==> src/rtl/core/uer_pkg.sv <==
// Shared types and constants of the ultrasonic echo ranger.
package uer_pkg;

  localparam int unsigned WIDTH_W = 20;
  localparam int unsigned COUNT_W = 16;
  localparam int unsigned DIST_W = 16;
  localparam int unsigned MINW_W = 15;
  localparam int unsigned CFG_IDX_W = 2;
  localparam int unsigned CFG_DATA_W = 10;

  localparam logic [CFG_IDX_W-1:0] CFG_CLOCKS_PER_US = 2'd0;
  localparam logic [CFG_IDX_W-1:0] CFG_TRIGGER_WIDTH = 2'd1;
  localparam logic [CFG_IDX_W-1:0] CFG_TIMEOUT_MS = 2'd2;
  localparam logic [CFG_IDX_W-1:0] CFG_MIN_DISTANCE = 2'd3;

  localparam logic [7:0] CLOCKS_PER_US_RST = 8'd100;
  localparam logic [7:0] TRIGGER_WIDTH_RST = 8'd10;
  localparam logic [9:0] TIMEOUT_MS_RST = 10'd60;
  localparam logic [8:0] MIN_DISTANCE_RST = 9'd2;

  localparam logic [WIDTH_W-1:0] US_PER_MS = 20'd1000;
  localparam logic [MINW_W-1:0] CM_DIVISOR = 15'd58;
  localparam logic [8:0] TRIG_LOW_US = 9'd2;
  localparam logic [WIDTH_W-1:0] ELAPSED_MAX = '1;

  // Floor division by 58 is exact for every 20-bit width with this reciprocal.
  localparam int unsigned RECIP_SHIFT = 32;
  localparam int unsigned RECIP_W = 27;
  localparam logic [RECIP_W-1:0] DIV58_RECIP = 27'd74051161;
  localparam int unsigned PROD_W = WIDTH_W + RECIP_W;

  typedef struct packed {
    logic [7:0]         clocks_per_us;
    logic [7:0]         trigger_width_us;
    logic [WIDTH_W-1:0] limit_us;
    logic [MINW_W-1:0]  min_width_us;
  } cfg_t;

  typedef struct packed {
    logic               trigger;
    logic               busy;
    logic               done;
    logic               timed_out;
    logic [WIDTH_W-1:0] echo_width;
    logic [COUNT_W-1:0] starts;
    logic [COUNT_W-1:0] timeouts;
  } res_t;

endpackage

==> src/rtl/core/uer_core.sv <==
// Measurement sequencer that updates the ranging state once per request.
module uer_core (
  input  logic            clk_i,
  input  logic            rst_ni,
  input  uer_pkg::cfg_t   cfg_i,
  input  logic            req_valid_i,
  output logic            req_ready_o,
  input  logic            start_i,
  input  logic            echo_i,
  output logic            res_valid_o,
  input  logic            res_ready_i,
  output uer_pkg::res_t   res_o
);

  typedef enum logic [2:0] {
    PhIdle,
    PhTrigLow,
    PhTrigHigh,
    PhWaitRise,
    PhWaitFall,
    PhDone,
    PhTimeout
  } phase_e;

  phase_e                      phase_q, phase_d;
  logic [7:0]                  pre_q, pre_d;
  logic [uer_pkg::WIDTH_W-1:0] elapsed_q, elapsed_d;
  logic [uer_pkg::WIDTH_W-1:0] rise_q, rise_d;
  logic [uer_pkg::WIDTH_W-1:0] width_q, width_d;
  logic                        prev_q, prev_d;
  logic [uer_pkg::COUNT_W-1:0] starts_q, starts_d;
  logic [uer_pkg::COUNT_W-1:0] touts_q, touts_d;
  logic                        valid_q;

  logic       upd;
  logic       busy_now;
  logic [7:0] period;
  logic [7:0] pre_next;
  logic       rise;
  logic       fall;

  function automatic logic is_busy(phase_e p);
    return (p == PhTrigLow) || (p == PhTrigHigh) || (p == PhWaitRise) || (p == PhWaitFall);
  endfunction

  assign req_ready_o = !valid_q || res_ready_i;
  assign upd = req_valid_i && req_ready_o;
  assign busy_now = is_busy(phase_q);
  assign period = (cfg_i.clocks_per_us == 8'd0) ? 8'd1 : cfg_i.clocks_per_us;
  assign pre_next = pre_q + 8'd1;
  assign rise = !prev_q && echo_i;
  assign fall = prev_q && !echo_i;

  always_comb begin
    phase_d = phase_q;
    pre_d = pre_q;
    elapsed_d = elapsed_q;
    rise_d = rise_q;
    width_d = width_q;
    prev_d = prev_q;
    starts_d = starts_q;
    touts_d = touts_q;
    if (upd) begin
      prev_d = echo_i;
      if (start_i && !busy_now) begin
        width_d = '0;
        rise_d = '0;
        elapsed_d = '0;
        pre_d = '0;
        starts_d = starts_q + 16'd1;
        phase_d = PhTrigLow;
      end else if (busy_now) begin
        if (pre_next >= period || pre_next == 8'd0) begin
          pre_d = '0;
          if (elapsed_q < uer_pkg::ELAPSED_MAX) begin
            elapsed_d = elapsed_q + 20'd1;
          end
        end else begin
          pre_d = pre_next;
        end
        if (phase_d == PhTrigLow && elapsed_d >= 20'(uer_pkg::TRIG_LOW_US)) begin
          phase_d = PhTrigHigh;
        end
        if (phase_d == PhTrigHigh) begin
          if (elapsed_d >= 20'(uer_pkg::TRIG_LOW_US + 9'(cfg_i.trigger_width_us))) begin
            phase_d = PhWaitRise;
          end
        end else if (phase_d == PhWaitRise) begin
          if (rise) begin
            rise_d = elapsed_d;
            phase_d = PhWaitFall;
          end
        end else if (phase_d == PhWaitFall) begin
          if (fall) begin
            width_d = elapsed_d - rise_q;
            phase_d = PhDone;
          end
        end
        if (is_busy(phase_d) && elapsed_d > cfg_i.limit_us) begin
          phase_d = PhTimeout;
          touts_d = touts_q + 16'd1;
          width_d = '0;
        end
      end
    end
  end

  always_ff @(posedge clk_i or negedge rst_ni) begin
    if (!rst_ni) begin
      phase_q <= PhIdle;
      pre_q <= '0;
      elapsed_q <= '0;
      rise_q <= '0;
      width_q <= '0;
      prev_q <= 1'b0;
      starts_q <= '0;
      touts_q <= '0;
      valid_q <= 1'b0;
    end else begin
      phase_q <= phase_d;
      pre_q <= pre_d;
      elapsed_q <= elapsed_d;
      rise_q <= rise_d;
      width_q <= width_d;
      prev_q <= prev_d;
      starts_q <= starts_d;
      touts_q <= touts_d;
      if (req_ready_o) begin
        valid_q <= req_valid_i;
      end
    end
  end

  assign res_valid_o = valid_q;
  assign res_o.trigger = (phase_q == PhTrigHigh);
  assign res_o.busy = busy_now;
  assign res_o.done = (phase_q == PhDone);
  assign res_o.timed_out = (phase_q == PhTimeout);
  assign res_o.echo_width = width_q;
  assign res_o.starts = starts_q;
  assign res_o.timeouts = touts_q;

  a_state_holds: assert property (@(posedge clk_i) disable iff (!rst_ni)
    !upd |=> $stable(phase_q) && $stable(elapsed_q) && $stable(starts_q))
    else $error("state changed without a request");

  a_start_counted: assert property (@(posedge clk_i) disable iff (!rst_ni)
    (upd && start_i && !busy_now) |=> (starts_q == $past(starts_q) + 16'd1) &&
    (phase_q == PhTrigLow) && (width_q == '0))
    else $error("accepted start not taken");

  a_timeout_counted: assert property (@(posedge clk_i) disable iff (!rst_ni)
    upd |=> (touts_q == $past(touts_q)) || ((phase_q == PhTimeout) && (width_q == '0)))
    else $error("timeout count moved outside a timeout");

endmodule

==> src/rtl/core/uer_range.sv <==
// Distance conversion and bounds check feeding the result register.
module uer_range (
  input  logic                         clk_i,
  input  logic                         rst_ni,
  input  uer_pkg::cfg_t                cfg_i,
  input  logic                         res_valid_i,
  output logic                         res_ready_o,
  input  uer_pkg::res_t                res_i,
  output logic                         out_valid_o,
  input  logic                         out_ready_i,
  output uer_pkg::res_t                out_res_o,
  output logic [uer_pkg::DIST_W-1:0]   distance_o,
  output logic                         distance_valid_o
);

  logic                         out_valid_q;
  uer_pkg::res_t                res_q;
  logic [uer_pkg::DIST_W-1:0]   dist_q;
  logic                         dvalid_q;

  logic [uer_pkg::PROD_W-1:0]   prod;
  logic                         in_bounds;
  logic [uer_pkg::DIST_W-1:0]   dist_d;

  assign res_ready_o = !out_valid_q || out_ready_i;
  assign prod = uer_pkg::PROD_W'(res_i.echo_width) * uer_pkg::PROD_W'(uer_pkg::DIV58_RECIP);
  assign in_bounds = res_i.done &&
                     (res_i.echo_width >= uer_pkg::WIDTH_W'(cfg_i.min_width_us)) &&
                     (res_i.echo_width <= cfg_i.limit_us);
  assign dist_d = in_bounds ?
                  uer_pkg::DIST_W'(prod[uer_pkg::PROD_W-1:uer_pkg::RECIP_SHIFT]) : '0;

  always_ff @(posedge clk_i or negedge rst_ni) begin
    if (!rst_ni) begin
      out_valid_q <= 1'b0;
    end else if (res_ready_o) begin
      out_valid_q <= res_valid_i;
    end
  end

  always_ff @(posedge clk_i) begin
    if (res_ready_o && res_valid_i) begin
      res_q <= res_i;
      dist_q <= dist_d;
      dvalid_q <= in_bounds;
    end
  end

  assign out_valid_o = out_valid_q;
  assign out_res_o = res_q;
  assign distance_o = dist_q;
  assign distance_valid_o = dvalid_q;

  a_valid_needs_done: assert property (@(posedge clk_i) disable iff (!rst_ni)
    (out_valid_q && dvalid_q) |-> res_q.done && !res_q.busy && !res_q.timed_out)
    else $error("distance valid outside the done phase");

  a_invalid_is_zero: assert property (@(posedge clk_i) disable iff (!rst_ni)
    (out_valid_q && !dvalid_q) |-> (dist_q == '0))
    else $error("distance not zero while not valid");

endmodule

==> src/rtl/core/ultrasonic_echo_ranger.sv <==
// Ultrasonic echo ranger top level with request register and configuration registers.
// A result passes the request register, sequencer registers and range result register.
// One request per cycle while out_ready_i is high; the sequencer updates once per request.
// The distance divider is a reciprocal multiply in the final result stage.
// Reset (asynchronous, active low) empties the stages, idles the sequencer and loads defaults.
module ultrasonic_echo_ranger (
  input  logic                            clk_i,
  input  logic                            rst_ni,
  input  logic                            cfg_we_i,
  input  logic [uer_pkg::CFG_IDX_W-1:0]   cfg_index_i,
  input  logic [uer_pkg::CFG_DATA_W-1:0]  cfg_wdata_i,
  input  logic                            in_valid_i,
  output logic                            in_ready_o,
  input  logic                            start_request_i,
  input  logic                            echo_level_i,
  output logic                            out_valid_o,
  input  logic                            out_ready_i,
  output logic                            trigger_out_o,
  output logic                            busy_res_o,
  output logic                            done_res_o,
  output logic                            timed_out_o,
  output logic [uer_pkg::WIDTH_W-1:0]     echo_width_us_o,
  output logic [uer_pkg::DIST_W-1:0]      range_cm_o,
  output logic                            distance_valid_o,
  output logic [uer_pkg::COUNT_W-1:0]     start_count_o,
  output logic [uer_pkg::COUNT_W-1:0]     timeout_count_o
);

  uer_pkg::cfg_t cfg_q;
  logic          req_valid_q;
  logic          start_q;
  logic          echo_q;
  logic          core_ready;
  logic          res_valid;
  logic          res_ready;
  uer_pkg::res_t res;
  uer_pkg::res_t out_res;

  assign in_ready_o = !req_valid_q || core_ready;

  always_ff @(posedge clk_i or negedge rst_ni) begin
    if (!rst_ni) begin
      cfg_q.clocks_per_us <= uer_pkg::CLOCKS_PER_US_RST;
      cfg_q.trigger_width_us <= uer_pkg::TRIGGER_WIDTH_RST;
      cfg_q.limit_us <= uer_pkg::WIDTH_W'(uer_pkg::TIMEOUT_MS_RST) * uer_pkg::US_PER_MS;
      cfg_q.min_width_us <= uer_pkg::MINW_W'(uer_pkg::MIN_DISTANCE_RST) * uer_pkg::CM_DIVISOR;
      req_valid_q <= 1'b0;
    end else begin
      if (cfg_we_i) begin
        case (cfg_index_i)
          uer_pkg::CFG_CLOCKS_PER_US: cfg_q.clocks_per_us <= cfg_wdata_i[7:0];
          uer_pkg::CFG_TRIGGER_WIDTH: cfg_q.trigger_width_us <= cfg_wdata_i[7:0];
          uer_pkg::CFG_TIMEOUT_MS:
            cfg_q.limit_us <= uer_pkg::WIDTH_W'(cfg_wdata_i) * uer_pkg::US_PER_MS;
          uer_pkg::CFG_MIN_DISTANCE:
            cfg_q.min_width_us <= uer_pkg::MINW_W'(cfg_wdata_i[8:0]) * uer_pkg::CM_DIVISOR;
          default: ;
        endcase
      end
      if (in_ready_o) begin
        req_valid_q <= in_valid_i;
      end
    end
  end

  always_ff @(posedge clk_i) begin
    if (in_ready_o && in_valid_i) begin
      start_q <= start_request_i;
      echo_q <= echo_level_i;
    end
  end

  uer_core u_core (
    .clk_i       (clk_i),
    .rst_ni      (rst_ni),
    .cfg_i       (cfg_q),
    .req_valid_i (req_valid_q),
    .req_ready_o (core_ready),
    .start_i     (start_q),
    .echo_i      (echo_q),
    .res_valid_o (res_valid),
    .res_ready_i (res_ready),
    .res_o       (res)
  );

  uer_range u_range (
    .clk_i            (clk_i),
    .rst_ni           (rst_ni),
    .cfg_i            (cfg_q),
    .res_valid_i      (res_valid),
    .res_ready_o      (res_ready),
    .res_i            (res),
    .out_valid_o      (out_valid_o),
    .out_ready_i      (out_ready_i),
    .out_res_o        (out_res),
    .distance_o       (range_cm_o),
    .distance_valid_o (distance_valid_o)
  );

  assign trigger_out_o = out_res.trigger;
  assign busy_res_o = out_res.busy;
  assign done_res_o = out_res.done;
  assign timed_out_o = out_res.timed_out;
  assign echo_width_us_o = out_res.echo_width;
  assign start_count_o = out_res.starts;
  assign timeout_count_o = out_res.timeouts;

endmodule
==> config.mk <==
export PLATFORM = sky130hd
export DESIGN_NAME = ultrasonic_echo_ranger
export DESIGN_NICKNAME = d
export VERILOG_FILES = /design/src/rtl/core/uer_pkg.sv /design/src/rtl/core/uer_core.sv /design/src/rtl/core/uer_range.sv /design/src/rtl/core/ultrasonic_echo_ranger.sv
export SDC_FILE = /design/constraint.sdc
export NUM_CORES = 1
export LEC_CHECK = 0
export ABC_CLOCK_PERIOD_IN_PS = 8800
export BUFFER_PORTS_ARGS = -buffer_cell sky130_fd_sc_hd__buf_4
export CAP_MARGIN = 25
export CORE_MARGIN = 2
export CORE_UTILIZATION = 60
export CTS_CLUSTER_SIZE = 40
export DETAILED_ROUTE_END_ITERATION = 8
export PLACE_DENSITY = 0.9
export SYNTH_ARGS = -nofsm -noshare
export SYNTH_HDL_FRONTEND = slang
export SYNTH_SLANG_ARGS = --single-unit
==> constraint.sdc <==
create_clock -name clk_i -period 8.8 [get_ports clk_i]
set_clock_uncertainty 0.15 [all_clocks]
set_input_delay 0.44 -clock clk_i [delete_from_list [all_inputs] [get_ports clk_i]]
set_output_delay 0.44 -clock clk_i [all_outputs]
set_load 0.05 [all_outputs]
==> metrics.txt, run 1 <==
status complete, no violations; kind of critical path register to register; Starting Density 60.82%; final core occ 66.98%; Root Driver clkbuf_16; Max-slew headroom 33.51%; leak pwr 0.01313 µW; Peak VDD IR 0.0001999 V; row cnt 71; I/O Pins 94; gr usage total 30.39%; setup TNS 0 ps; Mean Syn Cell Area 10.50 µm²; Max Fclk 125.6 MHz; synth unique cells 89; First-pass DRT Iterations 6; Post-Syn Nets 2808; htree depth 1; ys flop type dfrtp_1; WL per Instance 20.89 µm; kind of cell adding the most delay to the critical path adder cells; worst reg2reg endpoint u_range.distance_o[13]; Hold Crit Class primary input to register; final cell count without fillers 2821; crit path to u_range.distance_o[13]; Die ar. 0.03967 mm²; vias 16820; slowest CP cell dfrtp_1; Final Wtd Congestion 1.007; Core Area 0.03758 mm²; HPWL Detailed 46.47 mm; Mapped Area 0.02285 mm²; Total Routed Length 58.94 mm; fraction of layout cells with a size suffix above 1 10.17%; CTS Sinks 228; Max clock buf depth 3; vias in the first global route 17540; Mapped Cells 2176; Pins Over Slew Limit 0; worst reg2reg setup slack 840 ps; R2R depth 22; stages on the worst setup path 22; Final ANT Viol Nets 0; Worst-path clk slew 60 ps; reg-to-reg critical path startpoint u_core.width_q[15]; CP peak stage delay 720 ps; placed insts 2767; vias per inst 5.962; crit start category register; Setup crit start u_core.width_q[15]; GRT Residual Overflow 0; largest net degree at the start of global routing 91; DRC Markers 0; CTS tree yes; crit path time final 7962 ps; ANT cells 0; crit path cell chain ha_1 > inv_1 > fa_1 > fa_1 > inv_1 > fa_1 > fa_1 > fa_1 > fa_1 > ha_1 > a21o_1 > a211o_1 > a21oi_1 > o2111ai_1 > o31ai_1 > nand3_1 > a41oi_1 > o211a_1 > nor3_1 > or3_1 > xnor2_1 > nor2_1; Die H 199.2 µm; MaxCap Viol Count 0; final hold violations 0; crit end category register; Power Dens Cells 309.5 mW/mm²; CTS resizes 0; Final Setup Violations 0; Yosys reg bits 228; asr flop ratio synth 67.54%; Syn-to-layout area delta 10.14%; register area share after synthesis 26.67%; Worst Path Arrival 8090 ps; chip width 199.2 µm; initial antenna violation count 0; dpl ws 766.0 ps; critical path required time 8930 ps; CP max FO 12; worst-margin pin slew 994.5 ps; period utilization 90.48%; initial drt markers 1097; Yosys warnings 0; Final nets 2921; final worst setup slack 837.6 ps; global-route wire length before repair 93.30 mm; clk_lat worst skew 570 ps; Post-synth EDFFs 74; I/O Buffers 92; most used cell, CP fa_1; Num CTS Buffers 27; crit path buf inv count 2; unrepaired setup endpoints after global routing false
## worst min-delay path by stage
stage,startpoint,cells past startpoint,endpoint
2_1_floorplan,rst_ni,0,cfg_q[10]
3_3_place_gp,u_core.touts_q[14],0,u_range.out_res_o[14]
3_5_place_dp,u_core.touts_q[14],0,u_range.out_res_o[14]
4_1_cts,cfg_wdata_i[5],3,cfg_q[48]
5_1_grt,cfg_wdata_i[5],3,cfg_q[48]
6_report,cfg_wdata_i[5],3,cfg_q[48]
## synth_stat cells (7+ instances only)
library cell / count / area [µm²]
o21ai_0: 102 / 510.5
and2_1: 7 / 43.79
dfstp_2: 16 / 420.4
o21a_1: 11 / 82.58
inv_1: 406 / 1524
nand3_1: 39 / 195.2
nand4_1: 24 / 150.1
and3_1: 11 / 68.82
xor2_1: 37 / 324.1
or3_1: 10 / 62.56
a21o_1: 29 / 217.7
edfxtp_1: 74 / 2222
buf_2: 8 / 40.04
mux2_2: 18 / 202.7
o21bai_1: 15 / 112.6
a31oi_1: 10 / 62.56
xnor2_1: 72 / 630.6
nor2_1: 81 / 304.0
a21oi_1: 70 / 350.3
nor2b_1: 14 / 87.58
fa_1: 235 / 4705
dfrtp_1: 138 / 3453
a22o_1: 31 / 271.5
nand2_1: 137 / 514.2
ha_1: 378 / 4730
clkbuf_1: 21 / 78.83
nor3_1: 35 / 175.2
nand2b_1: 19 / 118.9
o31ai_1: 12 / 90.09
## worst min-delay path, stage by stage
cell and delay (ps):
buf_4 160, nand2_1 60, o21ai_0 70
## cell usage in the layout, fill, tap and decap left out, types with 31 or more instances in the layout
| cell | Yosys | layout |
|---|---|---|
| a21oi_1 | 70 | 70 |
| a22o_1 | 31 | 31 |
| buf_4 | 4 | 115 |
| dfrtp_1 | 138 | 138 |
| edfxtp_1 | 74 | 74 |
| fa_1 | 235 | 235 |
| ha_1 | 378 | 378 |
| inv_1 | 406 | 406 |
| nand2_1 | 137 | 137 |
| nand3_1 | 39 | 39 |
| nor2_1 | 81 | 81 |
| nor3_1 | 35 | 34 |
| o21ai_0 | 102 | 101 |
| xnor2_1 | 72 | 72 |
| xor2_1 | 37 | 37 |
## logic make-up (layout without fill, tap and decap cells)
| logic type | after synthesis | in the layout | share of synthesized area [%] |
|---|---|---|---|
| XOR/XNOR | 111 | 111 | 4.347 |
| adder cells (fa/ha/maj) | 615 | 615 | 41.37 |
| AND/OR/NAND/NOR | 415 | 415 | 9.171 |
| other | 1 | 1 | 0.01641 |
| buffers and inverters | 443 | 577 | 7.397 |
| multiplexers | 22 | 22 | 1.079 |
| AO/OA/AOI/OAI | 341 | 341 | 9.943 |
| flip-flops | 228 | 228 | 26.67 |
## metal layers
layer	track usage (%)	routed length, µm	vias to the layer above
li1	-	-	7556
met5	0	0	-
met4	13.18	2528	0
met1	38.69	23410	8424
met2	51.80	29350	683
met3	4.506	3653	157
## report_power, final
group	internal, µW	total, µW	switching [µW]	leakage (µW)
clock	642	1160	515	0.000447
sequential	1320	1530	204	0.00271
combinational	2070	5110	3030	0.00997
total	4040	7790	3750	0.0131
## flip-flops by register name (all words and copies together), names as in the netlist, 3 cells and up
register,cells
u_core.starts_q,16
u_range.distance_o,15
u_core.rise_q,20
cfg_q,47
u_core.touts_q,16
u_range.out_res_o,56
u_core.pre_q,8
u_core.elapsed_q,20
u_core.phase_q,3
u_core.width_q,20
## metrics by stage
stage                     cell area [µm²]  hold WS [ps]  power (µW)
after global placement              24210         290.5        6320
after detailed placement            24220         285.0        6560
final                               25170         14.05        7790
after CTS                           25170         3.028        7803
after floorplan                     22850        -5.591        5204
after global routing                25170         35.17        8519
## area by class of cell
cell class                 instances  area, µm²
clock buffer                      30      729.5
clock inverter                    20      177.7
sequential                       228       6096
tap                              511      639.4
inverter                         406       1524
multi-input combinational       1505      15080
fill                            2708      12410
timing repair buffer             121      925.9
## repair_timing
action,CTS,global route
hold buffers,4,0
endpoints found under the setup margin,0,0
hold endpoints to repair,88,0
setup buffers,0,0
(Power assumes the default switching activity.)
==> run 2, diff against run 1 <==
==> constraint.sdc (replaced) <==
create_clock -name clk_i -period 8.8 [get_ports clk_i]
set_clock_uncertainty 0.15 [all_clocks]
set_input_delay 1.32 -clock clk_i [delete_from_list [all_inputs] [get_ports clk_i]]
set_output_delay 1.32 -clock clk_i [all_outputs]
set_load 0.05 [all_outputs]
==> metrics.txt, run 2 (same netlist as run 1, synthesis figures left out) <==
largest net degree at the start of global routing 91 (unchanged); ANT cells 0 (unchanged); Num CTS Buffers 26 (-3.7%); vias 16660 (-0.93%); CP max FO 12 (unchanged); Final nets 2916 (-0.17%); Max Fclk 124.2 MHz (-1.1%); crit start category register; worst reg2reg setup slack 750 ps (-90 ps); P_int 3949 µW (-2.2%); uppermost layer routed met4; reg-to-reg critical path startpoint u_core.width_q[15]; Starting Density 60.82% (unchanged); WL met3 3.457 mm (-5.4%); met2 WL 28.94 mm (-1.4%); vias per inst 5.920 (-0.72%); Peak VDD IR 0.0002079 V (+4.0%); critical path required time 8920 ps (about the same); Net Sw Frac 48.37% (+0.21 points); CTS resizes 0 (unchanged); Final ANT Viol Nets 0 (unchanged); Max-slew headroom 35.93% (+2.4 points); Setup crit start u_core.width_q[15]; most frequent cells in the layout inv_1 (406), ha_1 (378), fa_1 (235); crit end category register; kind of critical path register to register; post-CTS setup buffers 0 (unchanged); fraction of layout cells with a size suffix above 1 9.896% (-0.28 points); CTS tree yes; Total Routed Length 58.17 mm (-1.3%); Psw 3700 µW (-1.4%); Die H 199.2 µm (unchanged); gr usage total 30.18% (-0.22 points); Root Driver clkbuf_16; I/O Pins 94 (unchanged); Worst Path Arrival 8170 ps (+80 ps); chip width 199.2 µm (unchanged); setup TNS 0 ps (unchanged); Die ar. 0.03967 mm² (unchanged); worst hold slack 311.0 ps (+296.9 ps); First-pass DRT Iterations 5 (-1); Hold Crit Class register to register; vias in the first global route 17470 (-0.39%); max reg flops 56 (unchanged); initial drt markers 1248 (+14%); Final Setup Violations 0 (unchanged); Pwr Total 7649 µW (-1.8%); hold-fix buffers at CTS 0 (-4); DRC Markers 0 (unchanged); global-route wire length before repair 92.62 mm (-0.73%); final hold violations 0 (unchanged); row cnt 71 (unchanged); WL per Instance 20.67 µm (-1.1%); crit path time final 8050 ps (+87.58 ps); Final Wtd Congestion 1.007 (about the same); Max clock buf depth 3 (unchanged); period utilization 91.48% (+1.0 points); GRT Residual Overflow 0 (unchanged); dpl ws 823.1 ps (+57.04 ps); unrepaired setup endpoints after global routing false; initial antenna violation count 0 (unchanged); CTS Sinks 228 (unchanged); status complete, no violations; Worst-path clk slew 70 ps (about the same); Syn-to-layout area delta 9.505%; MaxCap Viol Count 0 (unchanged); placed insts 2767 (unchanged); Hold Startpoint u_core.touts_q[14]; Core Area 0.03758 mm² (unchanged); leak pwr 0.01307 µW (-0.49%); worst-margin pin slew 957.5 ps (-37.00 ps); I/O Buffers 92 (unchanged); Clk network pwr share 13.7% (-1.2 points); Seq pwr share 19.9% (+0.3 points); final worst setup slack 750.0 ps (-87.57 ps); Gate power share 66.4% (+0.9 points); routed length on met1 23.43 mm (about the same); clk_lat worst skew 560 ps (about the same); Pins Over Slew Limit 0 (unchanged); HPWL Detailed 46.36 mm (-0.24%); commonest non-fill, non-tap cell in the layout inv_1; Power Dens Cells 305.6 mW/mm² (-1.2%); htree depth 1 (unchanged); final cell count without fillers 2815 (-0.21%)
[run 2: cell count changes in the layout (fill, tap and decap cells not counted), sizes merged]
| cell | change |
|---|---|
| clkinvlp | -2 |
| bufinv | -1 |
| inv | -2 |
| dlygate4sd3 | -4 |
| clkbuf | +3 |
[run 2: layout make-up]
| type | count | area (µm²) |
|---|---|---|
| Inverter | 406 | 1524 |
| Clock buffer | 33 | 686.9 |
| Multi-Input combinational cell | 1505 | 15080 |
| Tap cell | 511 | 639.4 |
| Fill cell | 2750 | 12550 |
| Sequential cell | 228 | 6096 |
| Timing Repair Buffer | 117 | 882.1 |
| Clock inverter | 15 | 118.9 |
[run 2: per-stage QoR]
stage	util [%]	area, µm²
final	66.60	25030
after global routing	66.60	25030
after detailed placement	64.45	24220
after floorplan	-	22850
after global placement	64.45	24220
after CTS	66.60	25030
[run 2: critical path: stages, from the launching register on]
cell and delay, ps:
dfrtp_1 600, fa_1 590, fa_1 560, fa_1 440, fa_1 530, fa_1 530
fa_1 580, fa_1 430, ha_1 220, a21o_1 180, a211o_1 320, a21oi_1 130
o2111ai_1 170, o31ai_1 520, nand3_1 240, a41oi_1 520, o211a_1 330, nor3_1 110
o31ai_1 300, nor3b_1 230, nor3_1 70
[run 2: power by group through the flow]
| stage | Combinational (µW) | Sequential, µW | Clock [µW] |
|---|---|---|---|
| after global placement | 4800 | 1520 | 0 |
| after floorplan | 3530 | 1670 | 0 |
| after detailed placement | 5030 | 1530 | 0 |
| after global routing | 5750 | 1550 | 1090 |
| final | 5080 | 1530 | 1050 |
| after CTS | 5110 | 1520 | 1060 |
[run 2: path summary, 6_finish.rpt]
path / end / depth (start not counted)
worst max register to register: u_range.distance_o[14] / 20
min in group asynchronous: u_core.starts_q[15] / 1
worst min-delay path: u_range.out_res_o[14] / 0
worst max-delay path: u_range.distance_o[14] / 20
worst min register to register: u_range.out_res_o[14] / 0
max in group asynchronous: cfg_q[27] / 2
[run 2: metal layers]
layer | up-vias | track usage, %
li1 | 7535 | -
met1 | 8363 | 39.21
met2 | 625 | 51.90
met3 | 141 | 3.105
met4 | 0 | 12.35
met5 | - | 0
